**src/rtl/npcs_pkg.sv**
```systemverilog
// Package for the nearest palette color search: sizes, words, control structs, states.
package npcs_pkg;

    // Palette geometry
    localparam int PALETTE_DEPTH = 256;
    localparam int IDX_W         = $clog2(PALETTE_DEPTH);
    // entry_index addresses at most 256 slots, so the search never goes past that
    localparam int SEARCH_MAX    = (PALETTE_DEPTH < 256) ? PALETTE_DEPTH : 256;
    localparam int NUM_W         = 9;
    localparam int DIST_W        = 18;

    // Operation codes of an input word
    localparam logic OP_WRITE = 1'b0;
    localparam logic OP_QUERY = 1'b1;

    typedef struct packed {
        logic        operation;
        logic [7:0]  entry_index;
        logic [23:0] entry_color;
        logic [7:0]  query_red;
        logic [7:0]  query_green;
        logic [7:0]  query_blue;
    } t_in_word;

    typedef struct packed {
        logic [7:0]        best_index;
        logic [DIST_W-1:0] best_distance;
        logic              exact_match;
    } t_out_word;

    // Controller to datapath
    typedef struct packed {
        logic wr_en;     // store the input word's color
        logic start;     // latch query, clear best, reset address
        logic issue;     // read the next palette entry
        logic load_out;  // copy best into the output register
    } t_dp_cmd;

    // Datapath to controller
    typedef struct packed {
        logic last_issue;  // address register points at the last searched slot
        logic pipe_empty;  // no entry left in the compare pipeline
    } t_dp_status;

    typedef enum logic [1:0] {
        S_IDLE,
        S_SEARCH,
        S_DRAIN,
        S_FINISH
    } t_state;

endpackage

```
**src/rtl/npcs_controller.sv**
```systemverilog
// Controller: handshakes, search sequencing and output valid.
module npcs_controller (
    input  logic                 i_clk,
    input  logic                 i_rst_n,
    input  logic                 i_in_valid,
    input  logic                 i_operation,
    output logic                 o_in_stall,
    output logic                 o_out_valid,
    input  logic                 i_out_stall,
    input  npcs_pkg::t_dp_status i_status,
    output npcs_pkg::t_dp_cmd    o_cmd
);
    import npcs_pkg::*;

    t_state  r_state, n_state;
    logic    r_out_valid, n_out_valid;
    t_dp_cmd cmd;

    // State and output valid registers
    always_ff @(posedge i_clk) begin
        if (!i_rst_n) begin
            r_state     <= S_IDLE;
            r_out_valid <= 1'b0;
        end else begin
            r_state     <= n_state;
            r_out_valid <= n_out_valid;
        end
    end

    // Next state and commands
    always_comb begin
        n_state = r_state;
        cmd     = '0;
        unique case (r_state)
            S_IDLE: begin
                if (i_in_valid) begin
                    if (i_operation == OP_QUERY) begin
                        cmd.start = 1'b1;
                        n_state   = S_SEARCH;
                    end else begin
                        cmd.wr_en = 1'b1;
                    end
                end
            end
            S_SEARCH: begin
                cmd.issue = 1'b1;
                if (i_status.last_issue) begin
                    n_state = S_DRAIN;
                end
            end
            S_DRAIN: begin
                if (i_status.pipe_empty) begin
                    n_state = S_FINISH;
                end
            end
            S_FINISH: begin
                // wait until the output register is free or being taken
                if (!r_out_valid || !i_out_stall) begin
                    cmd.load_out = 1'b1;
                    n_state      = S_IDLE;
                end
            end
            default: n_state = S_IDLE;
        endcase
    end

    // Output valid: set on load, cleared when the word is taken
    always_comb begin
        if (cmd.load_out) begin
            n_out_valid = 1'b1;
        end else if (r_out_valid && !i_out_stall) begin
            n_out_valid = 1'b0;
        end else begin
            n_out_valid = r_out_valid;
        end
    end

    assign o_in_stall  = (r_state != S_IDLE);
    assign o_out_valid = r_out_valid;
    assign o_cmd       = cmd;

    // A result loads only once the compare pipeline has drained
    a_finish_drained: assert property (@(posedge i_clk) disable iff (!i_rst_n)
        (r_state == S_FINISH) |-> i_status.pipe_empty)
        else $error("result loaded with entries still in the pipeline");

    // A waiting result is never overwritten
    a_no_overwrite: assert property (@(posedge i_clk) disable iff (!i_rst_n)
        cmd.load_out |-> !(r_out_valid && i_out_stall))
        else $error("output word overwritten while stalled");

    // Palette writes never overlap a search
    a_write_quiet: assert property (@(posedge i_clk) disable iff (!i_rst_n)
        cmd.wr_en |-> (i_status.pipe_empty && !cmd.issue))
        else $error("palette write during a search");

    // The search stops right after the last slot is read
    a_search_end: assert property (@(posedge i_clk) disable iff (!i_rst_n)
        (r_state == S_SEARCH && i_status.last_issue) |=> !cmd.issue)
        else $error("read issued past the last searched slot");

endmodule

```
**config.mk**
```make
export PLATFORM = sky130hd
export DESIGN_NAME = npcs_controller
export DESIGN_NICKNAME = d
export VERILOG_FILES = /design/src/rtl/npcs_pkg.sv /design/src/rtl/npcs_controller.sv
export SDC_FILE = /design/constraint.sdc
export NUM_CORES = 1
export LEC_CHECK = 0
export ABC_AREA = 1
export BUFFER_PORTS_ARGS = -buffer_cell sky130_fd_sc_hd__buf_2
export CAP_MARGIN = 5
export CORE_AREA = 2 2 39 41
export CTS_BUF_LIST = sky130_fd_sc_hd__clkbuf_4
export DETAILED_ROUTE_END_ITERATION = 6
export DIE_AREA = 0 0 41 43
export PLACE_DENSITY = 0.4
export REMOVE_ABC_BUFFERS = 1
export SLEW_MARGIN = 40
export SYNTH_ARGS = -nofsm -noshare
export SYNTH_HDL_FRONTEND = slang
export SYNTH_SLANG_ARGS = --single-unit
```
**constraint.sdc**
```tcl
create_clock -name i_clk -period 1.4 [get_ports i_clk]
set_input_delay 0.28 -clock i_clk [delete_from_list [all_inputs] [get_ports i_clk]]
set_output_delay 0.28 -clock i_clk [all_outputs]
set_load 0.005 [all_outputs]
```
==> key figures, run 1 <==
Finish
  – Nets: 73
  – Most frequent cells in the layout: 12 x buf_2, 7 x inv_1, 7 x nor2_1, 6 x nand2_1
  – Area Overhead vs Synth: 58.3%
  – Diodes inserted: 0
  – Layout cell share with drive strength beyond 1: 0.500
  – Commonest non-fill, non-tap cell in the layout: buf_2

Yosys
  – Post-synthesis instance total: 42
  – Syn_area_per_cell: between 6 and 7 um^2
  – Syn. warnings: 0
  – Sequential area share after synthesis: 0.215
  – Synthesized area: approximately 280 um^2
  – Synth Register Bits: 3
  – Post-synth top area share: 0.224
  – Number of library cell types mapped by synthesis: 12
  – Area leader, netlist: ha_1
  – Synth top area cells: ha_1 22%, dfxtp_1 22%, inv_1 12%, nor2_1 11%, nand2_1 8.1%

Placed design
  – Detailed Place HPWL: 460 um
  – GP Congestion: ~0.67
  – Port-buffer cells: 12

Clock tree
  – Root buf cell: clkbuf_4
  – Hold-fix buffers, CTS: 0
  – Clock Path Buffers: 2
  – TritonCTS Buffers: 3
  – H-tree levels: 1
  – Worst-path clk slew: approximately 0.040 ns
  – CTS tree: done
  – Sink Count: 3
  – Skew-Pair Late Insertion Delay: around 0.22 ns

Timing
  – F_max: around 740 MHz
  – WHS: 0.292 ns
  – Unrepaired setup endpoints after global routing: yes
  – Setup violations, final: 0
  – Final hold violations: 0
  – Min Tclk post-route: between 1 and 1.5 ns
  – Worst-margin pin slew: approximately 0.12 ns
  – Crit share post-route: 0.966
  – Max-slew violation count: 0
  – Clk_skew: just over 0.0004 ns
  – Rel. slew slack: 0.916

Floorplanning
  – DIE AREA: 1760 um^2
  – Die Y: around 43 um
  – Core area: 1380 um^2
  – Initial core utilization: 0.202
  – Die Wd: just over 40 um
  – FP Rows: 14
  – I/O pin count: 13

Critical path
  – R2R cell count: 9
  – Critical Path Slowest Stage Cell: dfxtp_2
  – Crit-path max cell delay: 0.33 ns
  – Critical Path Source Type: register
  – R2R Setup Slk: around 0.11 ns
  – CP startpoint: r_state[1]
  – End of the worst register-to-register path: r_state[1]
  – Critical path cell sequence: inv_2 > ha_4 > inv_4 > nor3_2 > buf_2
  – Critical path type: reg -> out
  – Required time of the critical path: about 1.1 ns
  – Worst setup endpoint: o_cmd[2]
  – Worst Setup End Kind: output port
  – CP Max Fanout: 4
  – Crit path DAT: about 1.1 ns
  – Critical R2R Launch: r_state[0]

Pwr
  – Overall power: about 0.00083 W
  – P_leak: about 0.24 nW
  – Power per cell area: ~1900 nW/um^2
  – Worst vdd ir: between 300 and 400 uV

Route
  – DR vias: a little under 300
  – Starting DRT DRC Count: 3
  – # DRC: 0
  – Vias per cell: slightly below 4
  – WL final: 551 um
  – Routed wire length per instance: a little over 7 um
  – DRT Pass-1 Iters: 5
  – Final ANT Viol Nets: 0

Global route
  – First-pass GRT wire length: around 1.0 mm
  – Grt ovf: 0
  – Initial antenna violation count: 0
  – Gr usage total: 0.0853
  – Largest net degree at the start of global routing: 5
  – Vias in the first global route: ~270

Run status
  – Status: completed

Worst hold path
  – Hold Path Class: in -> reg

Flow run
  – Max cap viols: 0
Yosys cell counts, drive strengths merged:
master	count
a21boi	1
a21oi	2
buf	1
dfxtp	3
ha	5
inv	10
nand2	6
nand3	4
nor2	8
nor3	2
worst min-delay path by stage:
stage                           start           to  slack (ns)  cells past startpoint
after CTS                     i_rst_n   r_state[0]        0.29                      3
after global placement     r_state[1]   r_state[1]        0.52                      2
after detailed placement  o_out_valid  o_out_valid        0.51                      2
after global routing          i_rst_n   r_state[0]        0.31                      3
after floorplan               i_rst_n   r_state[1]        0.40                      2
final                         i_rst_n   r_state[0]        0.29                      3
logic make-up (layout without fill, tap and decap cells):
group,after synthesis,in the layout,share of synthesized area
AOI/OAI and AO/OA,3,3,0.103
adders and majority gates,5,5,0.224
buffers and inverters,11,29,0.161
and+or+nand+nor,20,20,0.296
DFF,3,3,0.215
report_power, final:
| group | switching (W) | total, W | leakage (nW) | internal, W |
|---|---|---|---|---|
| Combinational | 0.000255 | 0.000499 | 0.196 | 0.000244 |
| Sequential | 0.0000399 | 0.000168 | 0.0256 | 0.000128 |
| Clock | 0.0000389 | 0.000165 | 0.0184 | 0.000126 |
per-layer routing:
metal | track usage | wire, um | vias up
met5 | 0 | 0 | -
met4 | 0.0400 | 0 | 0
met3 | 0.0314 | 21 | 0
met2 | 0.138 | 312 | 5
met1 | 0.0929 | 216 | 132
li1 | - | - | 161
metrics by stage:
| step | area (um^2) | worst slack [ns] | util | instances | setup TNS [ns] |
|---|---|---|---|---|---|
| 2_1_floorplan | 272 | 0.279 | - | 41 | 0 |
| 3_3_place_gp | 352 | 0.142 | 0.254 | 69 | 0 |
| 3_5_place_dp | 352 | 0.129 | 0.254 | 69 | 0 |
| 4_1_cts | 409 | 0.0141 | 0.296 | 74 | 0 |
| 5_1_grt | 442 | -0.0339 | 0.319 | 76 | -0.0657 |
| 6_report | 442 | 0.0475 | 0.319 | 76 | 0 |
registers in the layout (all words and copies together), names as in the netlist:
| signal | cells |
|---|---|
| r_state | 2 |
| o_out_valid | 1 |
critical path, delay by kind of cell, from the launching register on:
| kind | cells | cell delay, ns |
|---|---|---|
| buffers and inverters | 3 | 0.25 |
| DFF | 1 | 0.33 |
| and+or+nand+nor | 1 | 0.12 |
| adders and majority gates | 1 | 0.14 |
what timing repair did:
action / CTS / global route
gates cloned: 0 / 0
hold endpoints to repair: 0 / 0
pin swaps: 0 / 3
endpoints found under the setup margin: 3 / 4
setup buffers: 1 / 2
gates resized for setup: 7 / 6
layout make-up:
class,count,area [um^2]
fillers,169,942
multi-input cells,28,201
repair buffers,15,82.6
flip-flops and latches,3,65.1
inverters,10,42.5
clock buffers,4,30.0
well taps,16,20.0
Power figures use the tool's default switching activity.
==> run 2, diff against run 1 <==
--- a/config.mk
+++ b/config.mk
@@ -18,3 +18,4 @@
 export SYNTH_ARGS = -nofsm -noshare
 export SYNTH_HDL_FRONTEND = slang
 export SYNTH_SLANG_ARGS = --single-unit
+export TNS_END_PERCENT = 1
==> constraint.sdc (replaced) <==
create_clock -name i_clk -period 1.44 [get_ports i_clk]
set_input_delay 0.288 -clock i_clk [delete_from_list [all_inputs] [get_ports i_clk]]
set_output_delay 0.288 -clock i_clk [all_outputs]
set_load 0.005 [all_outputs]
==> key figures, run 2 (synthesized netlist as in run 1, its figures left out) <==
Finish
  – Area Overhead vs Synth: 61.0%
  – Utilization of the core after routing: 0.325 (+0.00543)
  – Diodes inserted: 0 (unchanged)
  – Max reg flops: 2 (unchanged)
  – Non-Filler Instances: 77 (+1.3%)
  – Most frequent cells in the layout: 12 x buf_2, 8 x nor2_1, 7 x inv_1, 6 x nand2_1
  – Nets: 74 (+1.4%)
  – Commonest non-fill, non-tap cell in the layout: buf_2
  – Layout cell share with drive strength beyond 1: 0.475 (-0.0246)
  – Top reg by flops: r_state

Global route
  – Initial antenna violation count: 0 (unchanged)
  – Largest net degree at the start of global routing: 5 (unchanged)
  – Grt ovf: 0 (unchanged)
  – Vias in the first global route: 277 (+1.1%)
  – First-pass GRT wire length: 952 um (-6.8%)
  – Gr usage total: 0.0822 (-0.00301)

Critical path
  – CP Max Fanout: 4 (unchanged)
  – R2R cell count: 9 (unchanged)
  – Crit path DAT: 1.09 ns (+0.02 ns)
  – Critical Path Source Type: register
  – Crit-path max cell delay: 0.35 ns (+0.02 ns)
  – Critical Path Slowest Stage Cell: dfxtp_4
  – Critical path cell sequence: inv_4 > ha_4 > inv_4 > nor3_2 > buf_2
  – CP bufs+invs: 3 (unchanged)
  – Stages on worst setup path: 5 (unchanged)
  – Required time of the critical path: 1.15 ns (+0.03 ns)
  – Worst Setup End Kind: output port
  – Critical path type: reg -> out
  – Most used cell along the critical path: inv_4
  – Top delay family on crit path: flip-flops

Timing
  – Final hold violations: 0 (unchanged)
  – Setup violations, final: 0 (unchanged)
  – Max-slew violation count: 0 (unchanged)
  – Min Tclk post-route: 1.38 ns
  – Unrepaired setup endpoints after global routing: yes
  – Clk_skew: 0.00362 ns (+0.00320 ns)
  – F_max: around 730 MHz
  – Crit share post-route: 0.955
  – Rel. slew slack: 0.900 (-0.0161)
  – Worst-margin pin slew: 0.149 ns (+0.0247 ns)
  – WHS: 0.294 ns (+0.00221 ns)

Worst hold path
  – Hold Path Class: in -> reg
  – Hold Path Depth: 3 (unchanged)

Clock tree
  – Skew-Pair Late Insertion Delay: 0.23 ns (about the same)
  – Root buf cell: clkbuf_4
  – TritonCTS Buffers: 3 (unchanged)
  – Sink Count: 3 (unchanged)
  – Hold-fix buffers, CTS: 0 (unchanged)
  – H-tree levels: 1 (unchanged)
  – CTS tree: done
  – Clock Path Buffers: 2 (unchanged)
  – Worst-path clk slew: 0.04 ns (about the same)

Run status
  – Status: completed

Placed design
  – Placed Instances: 69 (unchanged)
  – GP Congestion: 0.643 (-3.7%)
  – Detailed Place HPWL: 473 um (+3.0%)
  – Port-buffer cells: 12 (unchanged)

Route
  – Starting DRT DRC Count: 3 (unchanged)
  – Routed wire length per instance: 7.66 um (+5.7%)
  – Final ANT Viol Nets: 0 (unchanged)
  – DRT Pass-1 Iters: 4 (-1)
  – WL final: 590 um (+7.1%)
  – DR vias: 304 (+2.0%)
  – # DRC: 0 (unchanged)
  – Vias per cell: 3.95 (+0.69%)

Pwr
  – Power per cell area: 1870 nW/um^2 (-0.67%)
  – P_leak: 0.248 nW (+3.3%)
  – Worst vdd ir: 472 uV (+19%)
  – Overall power: 0.000839 W (+1.0%)

Flow run
  – Max cap viols: 0 (unchanged)

Floorplanning
  – Initial core utilization: 0.202 (unchanged)
  – Core area: 1380 um^2 (unchanged)
  – Die Wd: 41 um (unchanged)
  – FP Rows: 14 (unchanged)
  – DIE AREA: 1760 um^2 (unchanged)
  – I/O pin count: 13 (unchanged)
  – Die Y: 43 um (unchanged)
-- run 2: power breakdown --
group / switching [W] / internal, W
clock: 0.0000443 / 0.000123
combinational: 0.000249 / 0.000250
sequential: 0.0000442 / 0.000129
total: 0.000338 / 0.000502
-- run 2: final cells by class --
type                       instances  area, um^2
fill                             150         935
multi-input combinational         28         196
timing repair buffer              16        90.1
sequential                         3        67.6
inverter                          10        45.0
clock buffer                       4        30.0
tap                               16        20.0
-- run 2: worst paths after layout --
| kind | start | slack, ns | endpoint |
|---|---|---|---|
| min reg2reg | o_out_valid | 0.53 | o_out_valid |
| max reg2reg | r_state[0] | 0.14 | r_state[1] |
| min | i_rst_n | 0.29 | r_state[0] |
| max | r_state[1] | 0.06 | o_cmd[3] |
-- run 2: per-stage QoR --
stage / instance area, um^2 / setup WS, ns / TNS (ns)
4_1_cts: 397 / 0.0118 / 0
3_5_place_dp: 352 / 0.171 / 0
6_report: 449 / 0.0644 / 0
2_1_floorplan: 272 / 0.315 / 0
3_3_place_gp: 352 / 0.163 / 0
5_1_grt: 449 / -0.0128 / -0.0182
-- run 2: what timing repair did --
| action | CTS | global route |
|---|---|---|
| setup buffers | 1 | 3 |
| resized for setup | 5 | 8 |
| pin swaps | 0 | 2 |
| setup endpoints to repair | 3 | 2 |
-- run 2: worst register-to-register path, cell delays in order, from the launching register on --
cell and delay, ns:
dfxtp_4 0.37, inv_4 0.05, buf_4 0.13, ha_1 0.20
nand2_1 0.09, nand2_1 0.06, nor2_1 0.11, nand3_1 0.09
nand2_1 0.07, nor2_1 0.04
-- run 2: per-layer routing --
metal | track usage | share of wire | up-vias
li1 | - | - | 164
met1 | 0.0641 | 0.37 | 133
met2 | 0.147 | 0.60 | 7
met3 | 0.0314 | 0.034 | 0
met4 | 0.0600 | 0 | 0
met5 | 0 | 0 | -
==> run 3, diff against run 2 <==
--- a/config.mk
+++ b/config.mk
@@ -8,10 +8,10 @@
 export ABC_AREA = 1
 export BUFFER_PORTS_ARGS = -buffer_cell sky130_fd_sc_hd__buf_2
 export CAP_MARGIN = 5
-export CORE_AREA = 2 2 39 41
+export CORE_AREA = 8 8 45 47
 export CTS_BUF_LIST = sky130_fd_sc_hd__clkbuf_4
 export DETAILED_ROUTE_END_ITERATION = 6
-export DIE_AREA = 0 0 41 43
+export DIE_AREA = 0 0 53 55
 export PLACE_DENSITY = 0.4
 export REMOVE_ABC_BUFFERS = 1
 export SLEW_MARGIN = 40
==> key figures, run 3 (synthesized netlist as in run 1, its figures left out) <==
Route
  – Final ANT Viol Nets: 0 (unchanged)
  – Vias per cell: 3.86 (-2.1%)
  – Routed wire length per instance: 8.65 um (+13%)
  – DR vias: 286 (-5.9%)
  – DRT Pass-1 Iters: 2 (-2)
  – WL final: 640 um (+8.5%)
  – Starting DRT DRC Count: 2 (-1)
  – # DRC: 0 (unchanged)

Timing
  – Setup violations, final: 0 (unchanged)
  – Setup total negative slack: 0 ns (unchanged)
  – Rel. slew slack: 0.896 (-0.00383)
  – Min Tclk post-route: 1.40 ns (+0.0235 ns)
  – Clk_skew: 0.0000240 ns (-0.00359 ns)
  – WHS: 0.303 ns (+0.00850 ns)
  – Worst-margin pin slew: 0.155 ns (+0.00572 ns)
  – Max-slew violation count: 0 (unchanged)
  – F_max: 715 MHz (-1.7%)
  – Final hold violations: 0 (unchanged)
  – Crit share post-route: 0.972 (+0.0163)
  – Worst Slack Setup Final: 0.0410 ns (-0.0235 ns)

Critical path
  – Worst Setup End Kind: output port
  – Critical Path Source Type: register
  – Crit path DAT: 1.11 ns (+0.02 ns)
  – CP Max Fanout: 4 (unchanged)
  – Required time of the critical path: 1.15 ns (about the same)
  – Critical path type: reg -> out

Global route
  – Vias in the first global route: 300 (+8.3%)
  – Gr usage total: 0.0481 (-0.0342)
  – Grt ovf: 0 (unchanged)
  – Initial antenna violation count: 0 (unchanged)
  – Largest net degree at the start of global routing: 5 (unchanged)
  – First-pass GRT wire length: 1.02 mm (+7.2%)

Pwr
  – Reg power frac: 0.217 (+0.010)
  – Comb power frac: 0.570 (-0.024)
  – Clk pwr share: 0.213 (+0.014)
  – Power per cell area: 1800 nW/um^2 (-3.8%)
  – Worst vdd ir: 571 uV (+21%)
  – Cell Int Power: 0.000444 W (-12%)
  – Overall power: 0.000763 W (-9.1%)
  – Net Sw Frac: 0.418 (+0.0156)
  – Switch Pwr: 0.000319 W (-5.6%)
  – P_leak: 0.231 nW (-7.0%)

Placed design
  – Detailed Place HPWL: 541 um (+14%)
  – Placed Instances: 69 (unchanged)
  – GP Congestion: 0.666 (+3.5%)
  – Pre-CTS WS: 0.182 ns (+0.0112 ns)
  – Port-buffer cells: 12 (unchanged)

Floorplanning
  – DIE AREA: 2920 um^2 (+65%)
  – FP Rows: 14 (unchanged)
  – Core area: 1380 um^2 (unchanged)
  – Die Wd: 53 um (+29%)
  – Die Y: 55 um (+28%)
  – I/O pin count: 13 (unchanged)
  – Initial core utilization: 0.202 (unchanged)

Finish
  – Nets: 71 (-4.1%)
  – Max reg flops: 2 (unchanged)
  – Layout cell share with drive strength beyond 1: 0.466 (-0.00989)
  – Area Overhead vs Synth: 52.0%
  – Top reg by flops: r_state
  – Diodes inserted: 0 (unchanged)
  – Non-Filler Instances: 74 (-3.9%)
  – Most frequent cells in the layout: 12 x buf_2, 8 x nor2_1, 7 x inv_1, 6 x nand2_1
  – Commonest non-fill, non-tap cell in the layout: buf_2

Clock tree
  – Sink Count: 3 (unchanged)
  – Root buf cell: clkbuf_4
  – H-tree levels: 1 (unchanged)
  – CTS tree: done
  – Worst-path clk slew: 0.04 ns (about the same)
  – TritonCTS Buffers: 3 (unchanged)
  – Skew-Pair Late Insertion Delay: 0.23 ns (about the same)
  – Hold-fix buffers, CTS: 0 (unchanged)
  – Clock Path Buffers: 2 (unchanged)

Run status
  – Status: completed

Flow run
  – Max cap viols: 0 (unchanged)

Worst hold path
  – Hold Path Class: in -> reg
## run 3: final timing paths
check	startpoint	to	slack, ns	cells after the start
setup / recovery	r_state[0]	o_cmd[2]	0.04	5
hold / removal	i_rst_n	r_state[1]	0.30	3
setup reg to reg	r_state[0]	r_state[0]	0.15	9
hold reg to reg	o_out_valid	o_out_valid	0.51	2
## run 3: power by group through the flow
| stage | Combinational (W) | Clock, W | Sequential, W |
|---|---|---|---|
| final | 0.000435 | 0.000163 | 0.000165 |
| after global routing | 0.000510 | 0.000180 | 0.000169 |
| after CTS | 0.000391 | 0.000169 | 0.000155 |
| after detailed placement | 0.000368 | 0 | 0.000146 |
| after global placement | 0.000374 | 0 | 0.000145 |
| after floorplan | 0.000265 | 0 | 0.000138 |
## run 3: area by class of cell
| cell class | count | area [um^2] |
|---|---|---|
| Clock buffer | 4 | 30.0 |
| Fill cell | 163 | 960 |
| Inverter | 10 | 42.5 |
| Multi-Input combinational cell | 28 | 199 |
| Sequential cell | 3 | 65.1 |
| Tap cell | 16 | 20.0 |
| Timing Repair Buffer | 13 | 67.6 |
## run 3: metal layers
layer | GRT usage | vias up | routed length (um)
li1 | - | 156 | -
met1 | 0.0364 | 122 | 239
met2 | 0.0859 | 8 | 339
met3 | 0.0374 | 0 | 60
met4 | 0.0259 | 0 | 0
met5 | 0 | - | 0
## run 3: critical path: stages, from the launching register on
cell	delay [ns]
dfxtp_4	0.35
inv_4	0.07
ha_4	0.14
inv_4	0.04
nor3_2	0.15
buf_2	0.13
## run 3: repair_timing
item / CTS / global route
pin swaps: 0 / 1
setup endpoints to repair: 3 / 3
resized for setup: 5 / 7
buffers inserted: 1 / 0
## run 3: metrics by stage
step | utilization | cell area [um^2]
after floorplan | - | 272
after global placement | 0.254 | 352
after detailed placement | 0.254 | 352
after CTS | 0.285 | 394
after global routing | 0.307 | 424
final | 0.307 | 424
